<file path="src/rtl/fas_pkg.sv">
// ----------------------------------------------------------------------------
// Frame animation sequencer package
// Shared types and constants for the sequencer and its frame table RAM.
// ----------------------------------------------------------------------------
package fas_pkg;

   // Request selector codes.
   localparam logic [1:0] REQ_LOAD    = 2'd0;
   localparam logic [1:0] REQ_TICK    = 2'd1;
   localparam logic [1:0] REQ_RESTART = 2'd2;
   localparam logic [1:0] REQ_NOP     = 2'd3;

   // Fixed field widths.
   localparam int TEX_W   = 16;
   localparam int HOLD_W  = 16;
   localparam int RND_W   = 16;
   localparam int LOOP_W  = 8;
   localparam int DIVC_W  = $clog2(RND_W);

   // One frame as stored in the table.
   typedef struct packed {
      logic [TEX_W-1:0]  texture;
      logic [HOLD_W-1:0] dmin;
      logic [HOLD_W-1:0] dmax;
   } frame_entry_type;

endpackage

</file>
<file path="src/rtl/frame_animation_sequencer.sv">
// ----------------------------------------------------------------------------
// Frame animation sequencer
// Plays back a table of animation frames with randomized hold times.
// ----------------------------------------------------------------------------
// Each request beat is captured in the idle state and handled in the
// execute state; an item that reads the frame table passes the read state,
// and one that draws a randomized delay then runs the one-bit-per-cycle
// remainder unit. The result waits in the done state until the output
// register is free. One item is processed at a time. Reset clears all control
// state and the loop count register; the frame table itself is not cleared.
// ----------------------------------------------------------------------------
module frame_animation_sequencer
   import fas_pkg::*;
#(
   parameter int MAX_FRAMES = 16,
   parameter int DELAY_BITS = 16
) (
   input  logic                clock,
   input  logic                reset,
   // Request channel.
   input  logic                req_valid,
   output logic                req_ready,
   input  logic [1:0]          req_type,
   input  logic [TEX_W-1:0]    req_frame_texture,
   input  logic [HOLD_W-1:0]   req_frame_delay_min,
   input  logic [HOLD_W-1:0]   req_frame_delay_max,
   input  logic [RND_W-1:0]    req_random_value,
   // Response channel.
   output logic                rsp_valid,
   input  logic                rsp_ready,
   output logic [TEX_W-1:0]    rsp_texture_out,
   output logic                rsp_no_frames,
   output logic                rsp_done_res,
   output logic                rsp_load_error,
   // Loop count register.
   input  logic                csr_wr_en,
   input  logic [LOOP_W-1:0]   csr_wr_data
);

   // Table address and fill count widths follow from the table depth.
   localparam int ADDR_W = (MAX_FRAMES > 1) ? $clog2(MAX_FRAMES) : 1;
   localparam int CNT_W  = $clog2(MAX_FRAMES + 1);

   // Sequencer states.
   localparam logic [2:0] S_IDLE = 3'd0;
   localparam logic [2:0] S_EXEC = 3'd1;
   localparam logic [2:0] S_READ = 3'd2;
   localparam logic [2:0] S_DIV  = 3'd3;
   localparam logic [2:0] S_DONE = 3'd4;

   // A drawn delay is at most 17 bits wide; it is cut or widened to the
   // timer width here.
   function automatic logic [DELAY_BITS-1:0] fit_delay(input logic [HOLD_W:0] v);
      logic [HOLD_W+32:0] ext;
      ext = {32'd0, v};
      return ext[DELAY_BITS-1:0];
   endfunction

   // ------------------------------------------------------------------------
   // Registers
   // ------------------------------------------------------------------------
   logic [2:0]            state_ff,     state_in;
   logic [1:0]            rq_type_ff,   rq_type_in;
   logic [TEX_W-1:0]      rq_tex_ff,    rq_tex_in;
   logic [HOLD_W-1:0]     rq_min_ff,    rq_min_in;
   logic [HOLD_W-1:0]     rq_max_ff,    rq_max_in;
   logic [RND_W-1:0]      rq_rnd_ff,    rq_rnd_in;
   logic [LOOP_W-1:0]     loop_count_ff, loop_count_in;
   logic [CNT_W-1:0]      loaded_ff,    loaded_in;
   logic [ADDR_W-1:0]     ptr_ff,       ptr_in;
   logic [DELAY_BITS-1:0] timer_ff,     timer_in;
   logic [DELAY_BITS-1:0] delay_ff,     delay_in;
   logic [LOOP_W-1:0]     loops_ff,     loops_in;
   logic                  finished_ff,  finished_in;
   logic                  need_draw_ff, need_draw_in;
   logic [TEX_W-1:0]      res_tex_ff,   res_tex_in;
   logic                  res_nof_ff,   res_nof_in;
   logic                  res_lerr_ff,  res_lerr_in;
   logic [HOLD_W:0]       div_rem_ff,   div_rem_in;
   logic [HOLD_W:0]       div_den_ff,   div_den_in;
   logic [HOLD_W-1:0]     div_lo_ff,    div_lo_in;
   logic [DIVC_W-1:0]     div_cnt_ff,   div_cnt_in;
   logic                  rsp_valid_ff, rsp_valid_in;
   logic [TEX_W-1:0]      rsp_tex_ff,   rsp_tex_in;
   logic                  rsp_nof_ff,   rsp_nof_in;
   logic                  rsp_done_ff,  rsp_done_in;
   logic                  rsp_lerr_ff,  rsp_lerr_in;

   // ------------------------------------------------------------------------
   // Frame table RAM. A load writes its entry in the execute cycle, and any
   // later read belongs to a later request, so reads and writes of the same
   // entry never overlap and no forwarding is needed.
   // ------------------------------------------------------------------------
   logic                  ram_wr_en;
   logic                  ram_rd_en;
   logic [ADDR_W-1:0]     ram_rd_addr;
   frame_entry_type       ram_wr_data;
   frame_entry_type       ram_rd_data;

   assign ram_wr_data = '{texture: rq_tex_ff, dmin: rq_min_ff, dmax: rq_max_ff};

   fas_ram #(
      .WIDTH ($bits(frame_entry_type)),
      .DEPTH (MAX_FRAMES)
   ) u_frame_ram (
      .clock   (clock),
      .wr_en   (ram_wr_en),
      .wr_addr (loaded_ff[ADDR_W-1:0]),
      .wr_data (ram_wr_data),
      .rd_en   (ram_rd_en),
      .rd_addr (ram_rd_addr),
      .rd_data (ram_rd_data)
   );

   // ------------------------------------------------------------------------
   // Tick arithmetic, evaluated in the execute cycle. The timer saturates,
   // the loop counter saturates, and a wrap past the last loaded frame counts
   // one loop only while a loop limit is set.
   // ------------------------------------------------------------------------
   logic [DELAY_BITS-1:0] timer_inc;
   logic                  step;
   logic [CNT_W-1:0]      next_cnt;
   logic                  wrap;
   logic [ADDR_W-1:0]     ptr_next;
   logic [LOOP_W-1:0]     loops_inc;
   logic                  fin_now;
   logic                  table_full;

   assign timer_inc  = (timer_ff != '1) ? timer_ff + 1'b1 : timer_ff;
   assign step       = (timer_inc >= delay_ff);
   assign next_cnt   = CNT_W'(ptr_ff) + 1'b1;
   assign wrap       = (next_cnt >= loaded_ff);
   assign ptr_next   = wrap ? '0 : next_cnt[ADDR_W-1:0];
   assign loops_inc  = (loops_ff != '1) ? loops_ff + 1'b1 : loops_ff;
   assign fin_now    = wrap && (loop_count_ff != '0) && (loops_inc >= loop_count_ff);
   assign table_full = (loaded_ff >= CNT_W'(MAX_FRAMES));

   // One restoring remainder step: shift in the next random bit and subtract
   // the span when it fits. The partial remainder stays below the span, so
   // the difference always fits the remainder register.
   logic [HOLD_W+1:0]     div_shift;
   logic [HOLD_W+1:0]     div_diff;
   logic [HOLD_W:0]       div_next;

   assign div_shift = {div_rem_ff, rq_rnd_ff[RND_W-1]};
   assign div_diff  = div_shift - {1'b0, div_den_ff};
   assign div_next  = (div_shift >= {1'b0, div_den_ff})
                      ? div_diff[HOLD_W:0] : div_shift[HOLD_W:0];

   // ------------------------------------------------------------------------
   // Sequencer
   // ------------------------------------------------------------------------
   always_comb begin
      state_in      = state_ff;
      rq_type_in    = rq_type_ff;
      rq_tex_in     = rq_tex_ff;
      rq_min_in     = rq_min_ff;
      rq_max_in     = rq_max_ff;
      rq_rnd_in     = rq_rnd_ff;
      loop_count_in = csr_wr_en ? csr_wr_data : loop_count_ff;
      loaded_in     = loaded_ff;
      ptr_in        = ptr_ff;
      timer_in      = timer_ff;
      delay_in      = delay_ff;
      loops_in      = loops_ff;
      finished_in   = finished_ff;
      need_draw_in  = need_draw_ff;
      res_tex_in    = res_tex_ff;
      res_nof_in    = res_nof_ff;
      res_lerr_in   = res_lerr_ff;
      div_rem_in    = div_rem_ff;
      div_den_in    = div_den_ff;
      div_lo_in     = div_lo_ff;
      div_cnt_in    = div_cnt_ff;
      rsp_valid_in  = rsp_valid_ff && !rsp_ready;
      rsp_tex_in    = rsp_tex_ff;
      rsp_nof_in    = rsp_nof_ff;
      rsp_done_in   = rsp_done_ff;
      rsp_lerr_in   = rsp_lerr_ff;
      ram_wr_en     = 1'b0;
      ram_rd_en     = 1'b0;
      ram_rd_addr   = ptr_ff;

      unique case (state_ff)
         S_IDLE: begin
            // Capture the request beat.
            if (req_valid) begin
               rq_type_in = req_type;
               rq_tex_in  = req_frame_texture;
               rq_min_in  = req_frame_delay_min;
               rq_max_in  = req_frame_delay_max;
               rq_rnd_in  = req_random_value;
               state_in   = S_EXEC;
            end
         end

         S_EXEC: begin
            res_tex_in   = '0;
            res_nof_in   = 1'b0;
            res_lerr_in  = 1'b0;
            need_draw_in = 1'b0;
            state_in     = S_DONE;
            unique case (rq_type_ff)
               REQ_LOAD: begin
                  if ((rq_min_ff == '0) || table_full) begin
                     res_lerr_in = 1'b1;
                  end else begin
                     ram_wr_en = 1'b1;
                     loaded_in = loaded_ff + 1'b1;
                  end
               end
               REQ_TICK: begin
                  if (loaded_ff == '0) begin
                     res_nof_in = 1'b1;
                  end else begin
                     ram_rd_en = 1'b1;
                     state_in  = S_READ;
                     if (!finished_ff) begin
                        timer_in = step ? '0 : timer_inc;
                        if (step && wrap && (loop_count_ff != '0)) begin
                           loops_in    = loops_inc;
                           finished_in = fin_now;
                        end
                        // A step that ends the last loop keeps the frame.
                        if (step && !fin_now) begin
                           ptr_in       = ptr_next;
                           ram_rd_addr  = ptr_next;
                           need_draw_in = 1'b1;
                        end
                     end
                  end
               end
               REQ_RESTART: begin
                  timer_in    = '0;
                  loops_in    = '0;
                  ptr_in      = '0;
                  finished_in = 1'b0;
                  if (loaded_ff == '0) begin
                     res_nof_in = 1'b1;
                  end else begin
                     ram_rd_en    = 1'b1;
                     ram_rd_addr  = '0;
                     need_draw_in = 1'b1;
                     state_in     = S_READ;
                  end
               end
               default: begin
                  // No-op request: nothing changes.
               end
            endcase
         end

         S_READ: begin
            res_tex_in = (rq_type_ff == REQ_TICK) ? ram_rd_data.texture : '0;
            state_in   = S_DONE;
            if (need_draw_ff) begin
               if (ram_rd_data.dmin >= ram_rd_data.dmax) begin
                  delay_in = fit_delay({1'b0, ram_rd_data.dmin});
               end else begin
                  div_lo_in  = ram_rd_data.dmin;
                  div_den_in = {1'b0, ram_rd_data.dmax} - {1'b0, ram_rd_data.dmin} + 1'b1;
                  div_rem_in = '0;
                  div_cnt_in = '0;
                  state_in   = S_DIV;
               end
            end
         end

         S_DIV: begin
            div_rem_in = div_next;
            rq_rnd_in  = rq_rnd_ff << 1;
            div_cnt_in = div_cnt_ff + 1'b1;
            if (div_cnt_ff == DIVC_W'(RND_W - 1)) begin
               delay_in = fit_delay({1'b0, div_lo_ff} + div_next);
               state_in = S_DONE;
            end
         end

         S_DONE: begin
            // Hand the result to the output register once it is free.
            if (!rsp_valid_ff || rsp_ready) begin
               rsp_valid_in = 1'b1;
               rsp_tex_in   = res_tex_ff;
               rsp_nof_in   = res_nof_ff;
               rsp_done_in  = finished_ff;
               rsp_lerr_in  = res_lerr_ff;
               state_in     = S_IDLE;
            end
         end

         default: begin
            state_in = S_IDLE;
         end
      endcase
   end

   // Control state.
   always_ff @(posedge clock) begin
      if (reset) begin
         state_ff      <= S_IDLE;
         loop_count_ff <= '0;
         loaded_ff     <= '0;
         ptr_ff        <= '0;
         timer_ff      <= '0;
         delay_ff      <= '0;
         loops_ff      <= '0;
         finished_ff   <= 1'b0;
         rsp_valid_ff  <= 1'b0;
      end else begin
         state_ff      <= state_in;
         loop_count_ff <= loop_count_in;
         loaded_ff     <= loaded_in;
         ptr_ff        <= ptr_in;
         timer_ff      <= timer_in;
         delay_ff      <= delay_in;
         loops_ff      <= loops_in;
         finished_ff   <= finished_in;
         rsp_valid_ff  <= rsp_valid_in;
      end
   end

   // Payload and working registers.
   always_ff @(posedge clock) begin
      rq_type_ff   <= rq_type_in;
      rq_tex_ff    <= rq_tex_in;
      rq_min_ff    <= rq_min_in;
      rq_max_ff    <= rq_max_in;
      rq_rnd_ff    <= rq_rnd_in;
      need_draw_ff <= need_draw_in;
      res_tex_ff   <= res_tex_in;
      res_nof_ff   <= res_nof_in;
      res_lerr_ff  <= res_lerr_in;
      div_rem_ff   <= div_rem_in;
      div_den_ff   <= div_den_in;
      div_lo_ff    <= div_lo_in;
      div_cnt_ff   <= div_cnt_in;
      rsp_tex_ff   <= rsp_tex_in;
      rsp_nof_ff   <= rsp_nof_in;
      rsp_done_ff  <= rsp_done_in;
      rsp_lerr_ff  <= rsp_lerr_in;
   end

   // A new request beat is taken only between items and never during reset;
   // a pending response beat does not hold the next request back.
   assign req_ready       = (state_ff == S_IDLE) && !reset;
   assign rsp_valid       = rsp_valid_ff;
   assign rsp_texture_out = rsp_tex_ff;
   assign rsp_no_frames   = rsp_nof_ff;
   assign rsp_done_res    = rsp_done_ff;
   assign rsp_load_error  = rsp_lerr_ff;

endmodule

</file>
<file path="src/rtl/fas_ram.sv">
// ----------------------------------------------------------------------------
// Generic simple dual-port RAM
// One write port and one read port with a registered read.
// ----------------------------------------------------------------------------
module fas_ram #(
   parameter int WIDTH = 48,
   parameter int DEPTH = 16
) (
   input  logic                                   clock,
   input  logic                                   wr_en,
   input  logic [((DEPTH > 1) ? $clog2(DEPTH) : 1)-1:0] wr_addr,
   input  logic [WIDTH-1:0]                       wr_data,
   input  logic                                   rd_en,
   input  logic [((DEPTH > 1) ? $clog2(DEPTH) : 1)-1:0] rd_addr,
   output logic [WIDTH-1:0]                       rd_data
);

   logic [WIDTH-1:0] mem [DEPTH];
   logic [WIDTH-1:0] rd_data_ff;

   always_ff @(posedge clock) begin
      if (wr_en) begin
         mem[wr_addr] <= wr_data;
      end
      if (rd_en) begin
         rd_data_ff <= mem[rd_addr];
      end
   end

   assign rd_data = rd_data_ff;

endmodule

</file>
<file path="config.mk">
export PLATFORM = sky130hd
export DESIGN_NAME = frame_animation_sequencer
export DESIGN_NICKNAME = d
export VERILOG_FILES = /design/src/rtl/fas_pkg.sv /design/src/rtl/frame_animation_sequencer.sv /design/src/rtl/fas_ram.sv
export SDC_FILE = /design/constraint.sdc
export NUM_CORES = 1
export LEC_CHECK = 0
export ABC_CLOCK_PERIOD_IN_PS = 20000
export BUFFER_PORTS_ARGS = -buffer_cell sky130_fd_sc_hd__buf_2
export CAP_MARGIN = 15
export CORE_UTILIZATION = 65
export DETAILED_ROUTE_END_ITERATION = 8
export PLACE_DENSITY = 0.82
export SLEW_MARGIN = 30
export SYNTH_ARGS = -nofsm -noshare
export SYNTH_HDL_FRONTEND = slang
export SYNTH_SLANG_ARGS = --single-unit
</file>
<file path="constraint.sdc">
create_clock -name clock -period 20 [get_ports clock]
set_input_delay 4 -clock clock [delete_from_list [all_inputs] [get_ports clock]]
set_output_delay 4 -clock clock [all_outputs]
set_load 0.05 [all_outputs]
</file>
### Yosys cells after proc, flatten, opt, wreduce, memory -nomap -nowiden

Memory sizes are Yosys's and may differ from the RTL's. A register that Yosys moved wholly into a read port is not among the register bits.
Index checks and enable logic that the tools add are counted.

* register bits after elaboration: 220
* bits in writable memories: 768
* logic and storage cells: 158
* input port bits: 79
* memories: 1
* output and inout bits: 21

Memory list
* u_frame_ram.mem: words 16, width 48, rd ports 1, clocked after Yosys merged registers in 1, wr ports 1, line fas_ram.sv:18 `logic [WIDTH-1:0] mem [DEPTH];`

* $lt $le $gt $ge: 6
* bitwise operators: 2
* muxes and demuxes: 61
* add/subtract/negate cells: 9
* reduce and logical (&&, ||, !) cells: 35
* equal/unequal tests: 18

Operators with widths (number)
* $mux W16: 9
* $pmux W16 S2: 4
* $mux W17: 3
* $pmux W17 S2: 1
* $ge A16 B16 Y1: 2
* $mux W4: 8
* $mux W8: 4
* $pmux W4 S2: 3
* $mux W3: 7
* $ge A18 B17 Y1: 1
* $mux W1: 18
* $ne A2 B2 Y1 const B: 9
* $add A17 B1 Y17 const B: 1
* $sub A16 B16 Y17: 1
* $sub A17 B17 Y17: 1
* $add A16 B1 Y16 const B: 1
* $add A16 B16 Y16: 1
* $logic_not A16 Y1: 1
* $ne A16 B16 Y1 const B: 1
* $pmux W8 S2: 1
* $pmux W3 S5: 1
* $reduce_and A3 Y1: 5
* $add A8 B1 Y8 const B: 1
* $ge A8 B8 Y1: 1
* other kinds (26): 46

### Logic depth before layout (Yosys ltp)

* depth in word-level cells: 11
* gate-level depth with buffers: 25
* gate-level depth less buffers: 24

### Cells and area by module

From an unflattened synthesis, not the netlist that was laid out.

* cells, all modules: 2374
* area, all modules: 42358.1 sq um

Modules (own cells, without submodules)
* fas_ram: sequential area each 24503.5 sq um, area an instance 30171.4 sq um, cells an instance 1242, times used 1
* frame_animation_sequencer: sequential area each 5985.7 sq um, area an instance 12186.7 sq um, cells an instance 1132, times used 1

### Worst setup path after synthesis

No wires, ideal clock.

* path type: input to register
* start: in req_valid
* end: reg rq_rnd_ff[0] (enable)
* stages on the path: 2
* path buffers: 0
* library setup time: 371 ps
* path slack: 9950 ps
* data arrival time: 9679 ps
* required time: 19629 ps
* cell sequence: nor4b_1 a21o_1

* word-level cells in the longest chain between the ends: 2

Ends and longest elaborated chain
* start: declaration: line frame_animation_sequencer.sv:21 `input logic req_valid,`
* $ne A2 B2 Y1 (no line)
* $reduce_and A2 Y1 (no line)
* end signal: assignment: line frame_animation_sequencer.sv:328 `rq_rnd_ff <= rq_rnd_in;`
* end: declaration: line frame_animation_sequencer.sv:67 `logic [RND_W-1:0] rq_rnd_ff, rq_rnd_in;`

No other way between the ends.
A chain may end at the register's enable or synchronous reset.

### Final worst setup path

* start: in reset
* end: out req_ready

* word-level cells in the longest chain between the ends: 2

Ends and longest elaborated chain
* start: declaration: line frame_animation_sequencer.sv:19 `input logic reset,`
* $logic_not A1 Y1: line frame_animation_sequencer.sv:345 `assign req_ready = (state_ff == S_IDLE) && !reset;`
* $logic_and A1 B1 Y1: line frame_animation_sequencer.sv:345
* end: declaration: line frame_animation_sequencer.sv:22 `output logic req_ready,`

No other way between the ends.

==> summary.md <==
| Metric | Value |
|---|---|
| Post-synth EDFFs | 974 |
| Clk buf depth | 3 |
| CP arrival | 4920 ps |
| Crit. End Element | output port |
| Initial Util | 66.2% |
| Final TNS setup | 0 ps |
| H-tree Lvls | 3 |
| Maxcap violations | 0 |
| CP max FO | 63 |
| Clock Root Buffer | clkbuf_16 |
| I/O pins | 100 |
| Fin cells | 3801 |
| Worst Setup SP | reset |
| Net Count, Synth | 2947 |
| Cells after Synth | 2746 |
| Ys Warns | 0 |
| Period minus WS final | 8920 ps |
| Top-area cell type share of the netlist area | 68.1% |
| Inserted Clock Buffers | 99 |
| Finished Core Util | 73.6% |
| Pwr dens | 90.3 mW/mm² |
| Die area | 0.0671 mm² |
| Final wirelength | 98.7 mm |
| HP Class | reg2reg |
| Routed vias/inst | 6.59 |
| DR vias | 25000 |
| First DRT Iteration DRCs | 3392 |
| Netlist Area Pre-Place | 0.0429 mm² |
| Final HPWL DP | 50.6 mm |
| Seq cells post-synth | 1036 |
| Total congestion overflow | 0 |
| Final worst path period share | 44.6% |
| R2R setup slack | 12750 ps |
| Pleak | 17.2 nW |
| Hold Violations, Final | 0 |
| Post_cts resized | 0 |
| Ratio of cells with drive above 1 in the final layout | 11.9% |
| Die Wd | 259 µm |
| Post-synth top flop | edfxtp_1 |
| CTS sink count | 1036 |
| Critical Path Start Type | primary input |
| Worst Path Required | 16000 ps |
| Port bufs | 99 |
| Mean routed wirelength per cell | 26.0 µm |
| Most frequent cells in the layout | edfxtp_1 (974), mux2i_1 (398), o22ai_1 (192) |
| Core footprint | 0.0648 mm² |
| Final Max Slew Viols | 0 |
| Vias in the first global route | 24600 |
| Syn avg cell area | 15.6 µm² |
| Final GP Congestion | 0.866 |
| Final Setup Violations | 0 |
| Num rows | 93 |
| Critical R2R Capture | u_frame_ram.rd_data[5] |
| Skew final | 22.7 ps |
| Pre-antenna DRT Iters | 8 |
| Nets | 3067 |
| Die H | 259 µm |
| Setup crit end | req_ready |
| VDD IR-drop max | 82.1 µV |
| Status | finished, final reports clean |
| Seq/Total Area, Yosys | 71.0% |
| R2R cell count | 21 |
| Largest net degree at the start of global routing | 138 |
| Initial antenna violation count | 0 |
| Worst-margin pin slew | 1050 ps |
| Reg-to-Reg Start | timer_ff[0] |
| Netlist cell types | 70 |
| CTS tree | yes |
| DRC | 0 |
| Number of setup buffers added after CTS | 0 |
| Fin Hold WS | 419 ps |
| RSZ-0062 raised after global routing | false |
| Ant diodes | 0 |
| ANT nets after route | 0 |
| Worst-Skew Late Latency | 660 ps |
| FMAX | 0.112 GHz |
| Fill cells | 3686 |
| Post-synth top area cell | edfxtp_1 |
| CP Class | in2out |
| Most common cell after layout, fill and taps aside | edfxtp_1 |
| Worst slew margin | 29.9% |
| Area Overhead vs Synth | 11.2% |
| Placed cells | 3618 |
| Top cells by area, synth | edfxtp_1 (68%), mux2i_1 (9.3%), ha_1 (3.5%), dfxtp_1 (2.9%), o22ai_1 (2.8%) |
| First-pass GRT wire length | 146 mm |
| CTS clk-pin slew, worst paths | 60 ps |
| Ys async rst share | 0% |
| Total track usage | 29.4% |
| Hold_buf cts | 0 |
-- report_power, final --
group / total [mW] / switching (mW) / leakage [nW] / internal, mW
logic: 0.0567 / 0.0373 / 6.41 / 0.0194
clock network: 1.83 / 0.790 / 1.54 / 1.04
registers: 2.42 / 0.0298 / 9.28 / 2.39
-- critical path, cell delays in order --
cell,delay (ps)
buf_4,310
nor4_1,280
buf_2,320
-- logic make-up (layout without fill, tap and decap cells) --
kind of cell / count (synthesis) / in the layout / share of synthesized area, %
flip-flops: 1036 / 1036 / 71.0
AND/OR/NAND/NOR: 439 / 439 / 5.31
AO/OA/AOI/OAI: 434 / 434 / 6.48
multiplexers: 423 / 423 / 9.96
buffers and inverters: 233 / 433 / 2.36
adder cells (fa/ha/maj): 122 / 122 / 3.61
XOR/XNOR: 59 / 59 / 1.24
-- Yosys cell counts (all sizes together) (5+ instances only) --
cell	count
a21o	23
mux2i	399
clkbuf	41
o21ai	36
and2	24
edfxtp	974
or3	7
xnor2	42
o211ai	5
nand3b	7
or4	49
nand4	13
buf	78
or2	5
nand2	60
dfxtp	62
a31oi	15
nor3	26
a311oi	5
a22oi	12
nand3	27
mux2	24
o21bai	6
a211oi	20
and3	17
ha	119
nor2b	20
inv	114
o22ai	192
nor2	151
a21oi	80
xor2	16
nand2b	11
nor4	10
o21a	10
a41oi	7
-- stage by stage --
step	cell area, µm²	power [mW]	setup WS (ps)
2_1_floorplan	42900	2.49	9950
3_3_place_gp	44400	2.52	10830
3_5_place_dp	44500	2.52	11090
4_1_cts	47600	4.32	11090
5_1_grt	47700	4.41	11040
6_report	47700	4.31	11080
-- sequential cells by signal, summed over array words and instances (netlist names), 16 cells and up --
name	flops
div_den_ff	17
div_lo_ff	16
rq_rnd_ff	16
rq_max_ff	16
rsp_texture_out	16
rq_min_ff	16
delay_ff	16
div_rem_ff	17
rq_tex_ff	16
timer_ff	16
res_tex_ff	16
u_frame_ram.mem	768
u_frame_ram.rd_data	48
-- cell type report --
| cell class | count | area (µm²) | share of cell area [%] |
|---|---|---|---|
| clock buffers | 119 | 2570 | 5.39 |
| inverters | 114 | 428 | 0.897 |
| repair buffers | 138 | 940 | 1.97 |
| flip-flops and latches | 1036 | 30500 | 63.9 |
| well taps | 855 | 1070 | 2.24 |
| multi-input cells | 1477 | 11600 | 24.3 |
| clock inverters | 62 | 598 | 1.25 |
-- how the worst min path moves through the flow --
stage | depth (start not counted) | start | end
finish | 0 | res_tex_ff[4] | rsp_texture_out[4]
global route | 0 | res_tex_ff[2] | rsp_texture_out[2]
CTS | 0 | res_tex_ff[2] | rsp_texture_out[2]
detailed placement | 0 | res_tex_ff[4] | rsp_texture_out[4]
global placement | 0 | res_tex_ff[5] | rsp_texture_out[5]
floorplan | 0 | res_lerr_ff | rsp_load_error
-- layer usage --
layer  global-route usage (%)  part of all wire, %  vias to the layer above
met5                        0                    0                        -
met4                     13.3                  4.0                        0
met3                     4.56                   10                      293
met2                     47.3                   48                     1531
met1                     40.1                   38                    12300
li1                         -                    -                    10900
Note: power is estimated with default switching activity, not from simulation.
